<file path="config.mk">
export PLATFORM = sky130hd
export DESIGN_NAME = dsm_mul
export DESIGN_NICKNAME = d
export VERILOG_FILES = /design/src/design/dsm_pkg.sv /design/src/design/dsm_mul.sv
export SDC_FILE = /design/constraint.sdc
export NUM_CORES = 2
export LEC_CHECK = 0
export ABC_AREA = 1
export BUFFER_PORTS_ARGS = -buffer_cell sky130_fd_sc_hd__buf_2
export CAP_MARGIN = 10
export CORE_UTILIZATION = 23
export CTS_BUF_LIST = sky130_fd_sc_hd__clkbuf_4
export DETAILED_ROUTE_END_ITERATION = 6
export PLACE_DENSITY = 0.35
export SLEW_MARGIN = 20
export SYNTH_ARGS = -nofsm -noshare
export SYNTH_HDL_FRONTEND = slang
export SYNTH_SLANG_ARGS = --single-unit
export TNS_END_PERCENT = 30
</file>
<file path="constraint.sdc">
create_clock -name clk -period 6.5 [get_ports clk]
set_input_delay 0.65 -clock clk [delete_from_list [all_inputs] [get_ports clk]]
set_output_delay 0.65 -clock clk [all_outputs]
set_load 0.01 [all_outputs]
</file>
<file path="src/design/dsm_pkg.sv">
`default_nettype none
package dsm_pkg;

  // Field widths of the request and result channels
  localparam int OP_W      = 1;
  localparam int IDX_W     = 16;
  localparam int LEN_W     = 17;
  localparam int FREQ_W    = 20;
  localparam int VEL_W     = 17;
  localparam int RATE_W    = 18;
  localparam int SMP_W     = 16;

  // Datapath widths
  localparam int SPAN_W    = 22;  // 16 * sample rate
  localparam int MUL_A_W   = 32;
  localparam int MUL_B_W   = 20;
  localparam int MUL_P_W   = MUL_A_W + MUL_B_W;
  localparam int PH_PROD_W = 36;  // frequency * offset
  localparam int AMP_DVD_W = 33;  // (mag * (L-n) * vel) >> 16
  localparam int STEP_W    = 6;   // divider step count

  // Operation codes
  localparam logic OP_ACCUM = 1'b0;
  localparam logic OP_READ  = 1'b1;

  // Sine constants
  localparam logic [63:0] PI_HALF_Q30 = 64'd1686629713;
  localparam logic [63:0] ONE_Q15     = 64'd32768;
  localparam logic [15:0] SINE_ONE    = 16'h8000;

  // Command to the shared divider
  typedef struct packed {
    logic              start;
    logic [STEP_W-1:0] steps;
  } div_cmd_t;

endpackage
`default_nettype wire

</file>
<file path="src/design/dsm_mul.sv">
`default_nettype none
module dsm_mul import dsm_pkg::*; (
  input  wire logic               clk,
  input  wire logic [MUL_A_W-1:0] a,
  input  wire logic [MUL_B_W-1:0] b,
  output logic      [MUL_P_W-1:0] prod
);

  logic [MUL_P_W-1:0] prod_r;

  // Register the product every cycle
  always_ff @(posedge clk) begin
    prod_r <= MUL_P_W'(a) * MUL_P_W'(b);
  end

  assign prod = prod_r;

endmodule
`default_nettype wire

</file>
Word level (Yosys, flattened, before mapping). Index checks and enable logic that the tools add are counted.

Register bits after elaboration: 52. Input bits: 53. Output and inout bits: 52. Word-level logic and storage cells: 2.

Multiply operators: 1.

Operators by type and width (count): 32-bit by 20-bit multiplier with 52-bit output (1).

Logic depth before layout (Yosys ltp).
Word-level depth: 1. Gate-level depth with buffers: 29. Gate-level depth less buffers: 28.

Worst setup path before layout. OpenSTA, ideal clock, no wires.

Kind: input -> register. Start: in a[26]. End: reg prod_r[51] (netlist: prod[51]). Setup time: 112 ps. Arrival time: 5806 ps. Data required time: 6388 ps. Path slack: 582 ps. Stages: 24. Cells stage by stage: clkbuf_1 -> nand2_1 -> fa_1 -> inv_1 -> fa_1 -> inv_1 -> fa_1 -> inv_1 -> fa_1 -> fa_1 -> fa_1 -> inv_1 -> fa_1 -> inv_1 -> ha_1 -> nand2_1 -> nor2_1 -> inv_1 -> nor2_1 -> nand2_1 -> nor2_1 -> nand2_1 -> nand3_1 -> nand2_1.

Word-level cells in the longest chain between the ends: 1.

Ends and longest elaborated chain: from (decl) (line dsm_mul.sv:4) `input wire logic [MUL_A_W-1:0] a,`; 32-bit by 20-bit multiplier with 52-bit output (line dsm_mul.sv:13) `prod_r <= MUL_P_W'(a) * MUL_P_W'(b);`; to (signal assigned) (line dsm_mul.sv:13); to (decl) (line dsm_mul.sv:9) `logic [MUL_P_W-1:0] prod_r;`.

No other way between the ends.

Worst setup path in the final report.
Start: in a[21]. End: reg prod_r[37] (netlist: prod[37]).

Same word-level chain as after synthesis.

==> impl_metrics.csv <==
group,metric,value,unit
timing,setup_viol,0,
timing,fin_crit,6.22,ns
clock_network,cts_max_level,2,
grt,antenna_found_initial,0,
cells_and_area,antennaDiodeCount,0,
logic_synthesis,synth.top_cell.area_share,45.7,%
logic_synthesis,synth_edf_count,0,
clock_network,cts_setup_buffers,0,
clock_network,cts.reportedPaths.clkPinSlew,0.16,ns
logic_synthesis,ys_seq_area_share,4.43,%
timing,tightest_slew,0.701,ns
clock_network,cts_tree,"done",
cells_and_area,drive_gt1_share,12.9,%
die,die_y,321,um
die,rows,116,
cells_and_area,areaGrowthSynthToFinish,18.7,%
logic_synthesis,synth.area.top_cells,"fa_1, inv_1, nand2_1",
timing,fin_crit_sh,95.8,%
logic_synthesis,synthAdderAreaFrac,54.3,%
logic_synthesis,synthArstFlopShare,0,%
die,start_util,23.3,%
die,die_area,103000,um2
timing,drv_slew,0,
grt,grt_pass1_vias,20811,
detailed_routing,drc_errors,0,
logic_synthesis,syn-cell-area,23500,um2
flow_run,drv_cap,0,
hold_path,hold_path_class,"in -> reg",
logic_synthesis,syn-num-nets,3933,
worst_setup_path,critPathMaxFanout,5,
die,io_pins,105,
cells_and_area,fill_cells,11184,
grt,grt_start_max_net_pins,33,
die,coreArea,101000,um2
worst_setup_path,critPathKind,"in -> reg",
detailed_routing,wl,76400,um
place,place_congestion,0.808,
place,port_buffers,104,
cells_and_area,largest_reg_flops,52,
timing,whs,0.704,ns
detailed_routing,ant_nets,0,
worst_setup_path,critPathCaptureType,"register",
timing,fin_setup_tns,0,ns
logic_synthesis,synth_top_family_by_area,"adder cells",
logic_synthesis,ys_warn_count,0,
clock_network,clock_sinks,52,
worst_setup_path,start_kind,"input port",
timing,fmax,161,MHz
clock_network,clock_path_buffers,2,
timing,worst_slew_margin_rel,53.2,%
clock_network,cts_hold_buf,0,
detailed_routing,vias,18651,
logic_synthesis,synth_ff_type,"dfxtp_1",
detailed_routing,dr.pass1.iters,5,
clock_network,cts_root_buf,"clkbuf_4",
logic_synthesis,synth-simple-area-share,20.0,%
logic_synthesis,synth.distinct_cells,32,
timing,hold_viol_final,0,
timing,grt_setup_unrepaired,"true",
cells_and_area,fin_nets,4211,
die,dieWidth,321,um
grt,grt.overflow.total,0,
logic_synthesis,synth-compound-area-share,1.36,%
status,status,"finished, final reports clean",
logic_synthesis,postSynthCellCount,3182,
detailed_routing,vias_per_cell,3.87,
grt,grt_pass1_wl,123000,um
worst_setup_path,critPathArrivalTime,6.58,ns
detailed_routing,drtIter0Drc,662,
logic_synthesis,synth-xor-area-share,1.27,%
logic_synthesis,yosysTopAreaCell,"fa_1",
detailed_routing,wl_per_cell,15.9,um
worst_setup_path,worstPathRequired,6.85,ns
logic_synthesis,synth-seq-cells,52,
logic_synthesis,yosys-mux-area-fraction,0,%
logic_synthesis,avgSynthCellArea,7.38,um2
place,post-dp-hpwl,70000,um
clock_network,ctsResizeCount,0,
clock_network,cts_buffers,5,
grt,grt_usage,15.5,%
==> routing by layer <==
metal	routed length, um	GRT usage (%)	part of all wire, %	vias to the layer above
met4	257	0.974	0.34	0
li1	-	-	-	9266
met3	968	0.629	1.3	20
met5	0	0	0	-
met2	37300	26.9	49	129
met1	37900	22.3	50	9236
==> Yosys cell counts (all sizes together) (4+ instances only) <==
cell and n:
xnor2 4, fa 536, o21ai 6, ha 162, nand2 1016, inv 1041, dfxtp 52, nand3 42
clkbuf 124, nand3b 6, xor2 30, nor3 11, a21oi 37, nor2 87, nand4 9, o21bai 8
==> final cells by class <==
type                       instances  area [um2]  share of cell area [%]
sequential                        52        1040                    3.74
clock buffer                       5        37.5                   0.135
timing repair buffer             395        3070                    11.0
multi-input combinational       1965       18100                    64.8
tap                             1357        1700                    6.09
clock inverter                     3        42.5                   0.153
inverter                        1041        3910                    14.0
==> worst max-delay path, stage by stage <==
cell and delay, ns:
buf_2 0.26, buf_4 0.20, nand2_1 0.08, fa_1 0.56
inv_1 0.05, fa_1 0.47, inv_1 0.05, fa_1 0.49
inv_1 0.05, fa_1 0.47, fa_1 0.49, fa_1 0.55
inv_1 0.07, fa_1 0.49, inv_1 0.04, ha_1 0.37
nand2_1 0.10, nand2_1 0.13, nand2_1 0.09, nand2_1 0.07
a21oi_1 0.21, a21boi_0 0.30, buf_4 0.17, nand2_1 0.05
nand2_1 0.05, nand2_1 0.04
==> through the flow <==
step	worst slack [ns]	cells	util, %	cell area, um2
final	0.276	4818	27.7	27900
after global routing	-0.0193	4818	27.7	27900
after CTS	0.152	4818	27.7	27800
after detailed placement	-0.343	4810	27.6	27800
after global placement	-0.385	4810	27.6	27800
after floorplan	0.582	3182	-	23500
==> layout by cell type (no fill, tap or decap), types with 2 or more instances in the layout <==
cell	n
nand3b_1	5
nor4_1	2
nor2_1	70
nand2_1	1003
a21oi_1	37
buf_2	97
nand3_1	38
buf_12	28
o21a_1	2
inv_1	1038
xnor2_1	4
dfxtp_1	52
nand2_2	13
inv_2	3
nor3_1	5
clkbuf_4	12
o21bai_1	8
nand4_1	9
nor3_2	6
buf_4	263
nand3_2	4
o21ai_1	2
o21ai_0	4
nor2_4	5
nor2_2	12
xor2_1	30
fa_1	536
a21boi_0	2
ha_1	162
==> path summary, 6_finish.rpt <==
check / from / to / cells after the start
worst max-delay path: a[21] / prod[37] / 26
worst min-delay path: b[0] / prod[0] / 3
==> logic make-up after synthesis <==
logic type | after synthesis
compound gates | 57
fa+ha+maj | 698
buf+inv | 1165
flops | 52
xor+xnor | 34
simple gates | 1176
Power is left out: the tool's default activity adds up to more than one toggle a clock period on the data nets, which glitch-free logic cannot reach.
