$ cat config.mk
export PLATFORM = sky130hd
export DESIGN_NAME = dsm_div
export DESIGN_NICKNAME = d
export VERILOG_FILES = /design/src/design/dsm_pkg.sv /design/src/design/dsm_div.sv
export SDC_FILE = /design/constraint.sdc
export NUM_CORES = 1
export LEC_CHECK = 0
export CAP_MARGIN = 20
export CORE_ASPECT_RATIO = 1.25
export CORE_UTILIZATION = 40
export DETAILED_ROUTE_END_ITERATION = 12
export DONT_BUFFER_PORTS = 1
export SYNTH_ARGS = -nofsm -noshare
export SYNTH_HDL_FRONTEND = slang
export SYNTH_SLANG_ARGS = --single-unit
$ cat constraint.sdc
create_clock -name clk -period 4.1 [get_ports clk]
set_input_delay 0.205 -clock clk [delete_from_list [all_inputs] [get_ports clk]]
set_output_delay 0.205 -clock clk [all_outputs]
set_load 0.02 [all_outputs]
$ cat src/design/dsm_pkg.sv
`default_nettype none
package dsm_pkg;

  // Field widths of the request and result channels
  localparam int OP_W      = 1;
  localparam int IDX_W     = 16;
  localparam int LEN_W     = 17;
  localparam int FREQ_W    = 20;
  localparam int VEL_W     = 17;
  localparam int RATE_W    = 18;
  localparam int SMP_W     = 16;

  // Datapath widths
  localparam int SPAN_W    = 22;  // 16 * sample rate
  localparam int MUL_A_W   = 32;
  localparam int MUL_B_W   = 20;
  localparam int MUL_P_W   = MUL_A_W + MUL_B_W;
  localparam int PH_PROD_W = 36;  // frequency * offset
  localparam int AMP_DVD_W = 33;  // (mag * (L-n) * vel) >> 16
  localparam int STEP_W    = 6;   // divider step count

  // Operation codes
  localparam logic OP_ACCUM = 1'b0;
  localparam logic OP_READ  = 1'b1;

  // Sine constants
  localparam logic [63:0] PI_HALF_Q30 = 64'd1686629713;
  localparam logic [63:0] ONE_Q15     = 64'd32768;
  localparam logic [15:0] SINE_ONE    = 16'h8000;

  // Command to the shared divider
  typedef struct packed {
    logic              start;
    logic [STEP_W-1:0] steps;
  } div_cmd_t;

endpackage
`default_nettype wire

$ cat src/design/dsm_div.sv
`default_nettype none
module dsm_div import dsm_pkg::*; #(
  parameter int DVD_W = 48
) (
  input  wire logic              clk,
  input  wire logic              rst_n,
  input  wire div_cmd_t          cmd,
  input  wire logic [DVD_W-1:0]  dividend,
  input  wire logic [SPAN_W-1:0] divisor,
  output logic                   done,
  output logic      [DVD_W-1:0]  quotient
);

  logic [DVD_W-1:0]  dvd_r;
  logic [DVD_W-1:0]  quo_r;
  logic [SPAN_W-1:0] rem_r;
  logic [SPAN_W-1:0] dvs_r;
  logic [STEP_W-1:0] cnt_r;
  logic              busy_r;
  logic              done_r;
  logic [SPAN_W:0]   rem_sh;
  logic [SPAN_W:0]   rem_sub;
  logic              ge;

  // One restoring step: shift in the next dividend bit, subtract if it fits
  assign rem_sh  = {rem_r, dvd_r[DVD_W-1]};
  assign ge      = rem_sh >= {1'b0, dvs_r};
  assign rem_sub = rem_sh - {1'b0, dvs_r};

  // Control
  always_ff @(posedge clk) begin
    if (!rst_n) begin
      busy_r <= 1'b0;
      done_r <= 1'b0;
      cnt_r  <= '0;
    end else if (cmd.start) begin
      busy_r <= 1'b1;
      done_r <= 1'b0;
      cnt_r  <= cmd.steps;
    end else begin
      done_r <= busy_r && (cnt_r == STEP_W'(1));
      if (busy_r) begin
        cnt_r <= cnt_r - STEP_W'(1);
        if (cnt_r == STEP_W'(1)) begin
          busy_r <= 1'b0;
        end
      end
    end
  end

  // Datapath
  always_ff @(posedge clk) begin
    if (cmd.start) begin
      dvd_r <= dividend;
      dvs_r <= divisor;
      rem_r <= '0;
      quo_r <= '0;
    end else if (busy_r) begin
      dvd_r <= {dvd_r[DVD_W-2:0], 1'b0};
      rem_r <= ge ? rem_sub[SPAN_W-1:0] : rem_sh[SPAN_W-1:0];
      quo_r <= {quo_r[DVD_W-2:0], ge};
    end
  end

  assign done     = done_r;
  assign quotient = quo_r;

endmodule
`default_nettype wire

Word level (Yosys, flattened, before mapping)
Cells that the tools add are included.
{ "op_classes": {"bitwise_logic": 1, "addsub": 2, "eq_ne": 1, "n_reduce_logical": 3, "n_mux": 8, "magnitude_cmp": 1} }
{ "ops": {"columns": ["cell", "n"], "rows": [
  ["48-bit 2-to-1 mux", 2],
  ["23-bit by 22-bit greater-or-equal comparator with 1-bit output", 1],
  ["22-bit 2-to-1 mux", 1],
  ["22-bit subtractor", 1],
  ["6-bit 2-to-1 mux", 2],
  ["6-bit by 1-bit == test with 1-bit output, second input constant", 1],
  ["6-bit by 1-bit subtractor with 6-bit output, second input constant", 1],
  ["1-bit 2-to-1 mux", 3],
  ["2-bit nonzero test", 1],
  ["2-bit OR reduction", 1],
  ["1-bit logical AND", 1],
  ["1-bit inverter", 1]
]} }
{ "word_totals": {"regBits": 148} }

Logic depth before layout (Yosys ltp)
{ "depth": {"depth_word": 4, "depth_mapped": 12} }

Least setup slack after synthesis
Ideal clock, no wire load.
{ "synth_path": {"path_kind": "register to register", "startpoint": "reg dvd_r[47]", "endpoint": "reg rem_r[18]", "arrival_ps": 2362, "n_path_buf": 0, "path_stages_with_launch": 12, "path_slack_ps": 1653, "synth_period_minus_slack_ps": 2447, "cell_sequence": "edfxtp_1 > inv_1 > ha_1 > inv_1 > fa_1 > a211oi_1 > o21bai_1 > o211ai_1 > o211ai_1 > o41ai_1 > xor2_1 > a211oi_1"} }
{ "synth_via": {"elab_chain_len": 2} }
{ "synth_rtl": {"columns": ["item", "line_no", "rtl"], "rows": [
  ["from (decl)", "dsm_div.sv:14", "logic [DVD_W-1:0] dvd_r;"],
  ["from (signal assigned)", "dsm_div.sv:54", "dvd_r <= dividend;"],
  ["from (signal assigned)", "dsm_div.sv:59", "dvd_r <= {dvd_r[DVD_W-2:0], 1'b0};"],
  ["22-bit subtractor or 23-bit by 22-bit greater-or-equal comparator with 1-bit output (tied branches)", "dsm_div.sv:28, dsm_div.sv:27", null],
  ["22-bit 2-to-1 mux *", "dsm_div.sv:60", "rem_r <= ge ? rem_sub[SPAN_W-1:0] : rem_sh[SPAN_W-1:0];"],
  ["to (signal assigned)", "dsm_div.sv:60", null],
  ["to (decl)", "dsm_div.sv:16", "logic [SPAN_W-1:0] rem_r;"]
]} }
Every way passes the cells marked *; elsewhere a longest branch is shown, timed or not.
A chain may end at the register's enable or synchronous reset.

Worst setup path in the final report
{ "layout_path": {"startpoint": "reg dvs_r[1]", "endpoint": "reg rem_r[11]"} }
{ "layout_via": {"elab_chain_len": 2} }
{ "layout_rtl": {"columns": ["item", "line_no", "rtl"], "rows": [
  ["from (decl)", "dsm_div.sv:17", "logic [SPAN_W-1:0] dvs_r;"],
  ["from (signal assigned)", "dsm_div.sv:55", "dvs_r <= divisor;"],
  ["22-bit subtractor or 23-bit by 22-bit greater-or-equal comparator with 1-bit output (tied branches)", "dsm_div.sv:28, dsm_div.sv:27", null],
  ["22-bit 2-to-1 mux *", "dsm_div.sv:60", null]
]} }
Marked as above.

==> impl_metrics.csv <==
group,metric,value,unit
timing,fin_worst_skew,0.0103,ns
flow_run,maxCapViolations,0,
logic_synthesis,synth-main-ff-cell,"dfxtp_1",
clock_tree,cts_tree,"built",
routing,drtAntennaViolNets,0,
clock_tree,clk_latency,0.42,ns
routing,wirelength_met1,6140,um
logic_synthesis,yosysWarnings,0,
clock_tree,clk_pin_slew_worst_paths,0.07,ns
finish,drive_above_1_share,0.141,
worst_setup_path,worstReg2RegStart,"dvs_r[1]",
routing,drtIter0Drc,250,
status,status,"complete, no violations",
placed_design,portBuffers,0,
worst_setup_path,r2r-end,"rem_r[11]",
routing,routedWlPerCell,16.1,um
clock_tree,postCtsSetupRepairBufs,0,
timing,finalHoldViolations,0,
clock_tree,cts_buffers,17,
power,power.density,427,mW/mm^2
finish,area_delta_synth_final,21.1,%
logic_synthesis,synthArstFlopShare,0,
floorplanning,ios,128,
timing,fin_tns_setup,0,ns
logic_synthesis,synth_nets,728,
finish,antenna-diode-count,0,
routing,route.met3.wl,846,um
placed_design,hpwl,9090,um
finish,seqCellArea,0.00367,sq mm
logic_synthesis,avgSynthCellArea,11.3,sq um
routing,drc_errors,0,
logic_synthesis,synthCells,624,
timing,period_share,0.771,
worst_setup_path,rrSetupSlack,0.94,ns
floorplanning,initial_core_util,0.414,
finish,nets,792,
routing,via_per_inst,5.18,
worst_setup_path,crit_required,4.41,ns
finish,layout_commonest_cell,"nor2_1",
worst_setup_path,endpoint,"rem_r[11]",
floorplanning,dieArea,0.0182,sq mm
timing,layout_min_cycle_time,3.16,ns
timing,setup_violations,0,
logic_synthesis,yosys_register_bits,148,
worst_setup_path,start_kind,"register",
routing,via_count,4775,
logic_synthesis,synth_area,0.00705,sq mm
routing,route.top_layer_used,"met4",
worst_setup_path,crit_arrival,3.47,ns
routing,wl_met2,7610,um
timing,rsz0062_at_grt,"false",
floorplanning,core,0.0170,sq mm
power,peakVddDrop,0.274,mV
floorplanning,rows,53,
routing,first_pass_iters,4,
timing,whs,0.0221,ns
timing,worst_slew_pin_slew,0.918,ns
hold_path,worstHoldPathType,"in -> reg",
worst_setup_path,reg2reg_depth,10,
clock_tree,root_buffer,"clkbuf_16",
power,p_leak,0.00335,uW
logic_synthesis,synth.distinct_cells,63,
worst_setup_path,crit_type,"reg -> reg",
global_routing,antenna_found_initial,1,
clock_tree,cts.sinks,148,
global_routing,grt_pass1_vias,4866,
clock_tree,cts_buffer_depth,2,
logic_synthesis,synth_edf_count,70,
clock_tree,h-tree-depth,4,
worst_setup_path,cp_max_fo,17,
global_routing,grt_max_degree,90,
logic_synthesis,seq_area_frac_synth,0.520,
clock_tree,cts_resized,0,
worst_setup_path,cp-startpoint,"dvs_r[1]",
global_routing,grt_pass1_wl,24300,um
timing,clock.fmax,0.316,GHz
global_routing,globalRouteOverflowTotal,0,
timing,slew_viol_final,0,
routing,drt_wl_total,14800,um
finish,multi_input_area,0.00310,sq mm
finish,fillCellCount,1502,
timing,slew_headroom,0.386,
global_routing,grt.total_usage,0.172,
finish,final_cell_mix,"nor2_1, dfxtp_1, dlygate4sd3_1",
floorplanning,die_x,121,um
floorplanning,fp.dieH,150,um
worst_setup_path,critPathCaptureType,"register",
placed_design,place.gp.congestion,0.792,
-- flip-flops by register name, summed over array words and instances (netlist names) --
name      flops
dvd_r        48
quotient     48
dvs_r        22
rem_r        22
cnt_r         6
busy_r        1
done          1
-- stage by stage --
stage	area [sq um]	worst slack, ns	total power (uW)	std cells	util
global route	8540	0.707	3800	921	0.501
floorplan	7050	1.65	2040	624	-
finish	8540	0.938	3650	921	0.501
global placement	7190	1.02	2080	814	0.422
CTS	8540	0.939	3680	921	0.501
detailed placement	7190	0.974	2090	814	0.422
-- worst min path at each step --
| stage | from | end | depth (start not counted) |
|---|---|---|---|
| final | dividend[15] | dvd_r[15] | 1 |
| after global routing | dividend[4] | dvd_r[4] | 1 |
| after CTS | dividend[39] | dvd_r[39] | 1 |
| after detailed placement | divisor[14] | dvs_r[14] | 0 |
| after global placement | divisor[18] | dvs_r[18] | 0 |
| after floorplan | divisor[0] | dvs_r[0] | 0 |
-- layout make-up --
type	count	area share
Tap cell	220	0.0322
Clock buffer	19	0.0544
Clock inverter	13	0.0128
Timing Repair Buffer	79	0.0935
Multi-Input combinational cell	409	0.363
Inverter	33	0.0145
Sequential cell	148	0.430
-- worst max-delay path, stage by stage (launching register included) --
cell,delay [ns]
edfxtp_1,0.32
inv_1,0.07
ha_1,0.34
nor2b_1,0.18
o31ai_1,0.12
a21o_2,0.28
o311ai_4,0.32
a41o_1,0.73
buf_4,0.29
nor3b_1,0.07
a2111oi_2,0.32
-- synthesized netlist by cell type (4+ instances only) --
| cell type | n | share of area |
|---|---|---|
| o21ai_0 | 20 | 0.014 |
| ha_1 | 24 | 0.043 |
| buf_2 | 6 | 0.0043 |
| xor2_1 | 12 | 0.015 |
| inv_1 | 33 | 0.018 |
| nor3_1 | 4 | 0.0028 |
| a211oi_1 | 12 | 0.013 |
| edfxtp_1 | 70 | 0.30 |
| buf_1 | 9 | 0.0048 |
| dfxtp_1 | 78 | 0.22 |
| nand2_1 | 26 | 0.014 |
| a21oi_1 | 23 | 0.016 |
| xnor2_1 | 9 | 0.011 |
| nor2_1 | 80 | 0.043 |
| o211ai_1 | 6 | 0.0064 |
| o21a_1 | 5 | 0.0053 |
| nand4_1 | 4 | 0.0035 |
| mux2_2 | 47 | 0.075 |
| clkbuf_1 | 16 | 0.0085 |
| a21o_1 | 9 | 0.0096 |
| o21bai_1 | 4 | 0.0043 |
| mux2i_1 | 61 | 0.087 |
| nand3_1 | 6 | 0.0043 |
-- repair_timing --
| action | in CTS | in global routing |
|---|---|---|
| endpoints found under the setup margin | 0 | 0 |
| hold buffers | 75 | 0 |
| endpoints found under the hold margin | 156 | 0 |
-- routing by layer --
layer,vias up,GRT usage
met3,20,0.0481
li1,2377,-
met5,-,0
met1,2256,0.202
met4,0,0.0599
met2,122,0.301
-- cell families (layout without fill, tap and decap cells) --
group,after synthesis,in the layout,share of synthesized area
AO/OA/AOI/OAI,110,110,0.113
XOR/XNOR,21,21,0.0261
adder cells (fa/ha/maj),25,25,0.0454
buffers and inverters,67,144,0.0407
flip-flops,148,148,0.520
multiplexers,109,109,0.164
AND/OR/NAND/NOR,144,144,0.0907
-- where the power goes --
part           internal [uW]  switching (uW)  total, uW
Combinational            223             219        442
Clock                    847             662       1510
Sequential              1650            46.0       1690
Power figures use the tool's default switching activity.
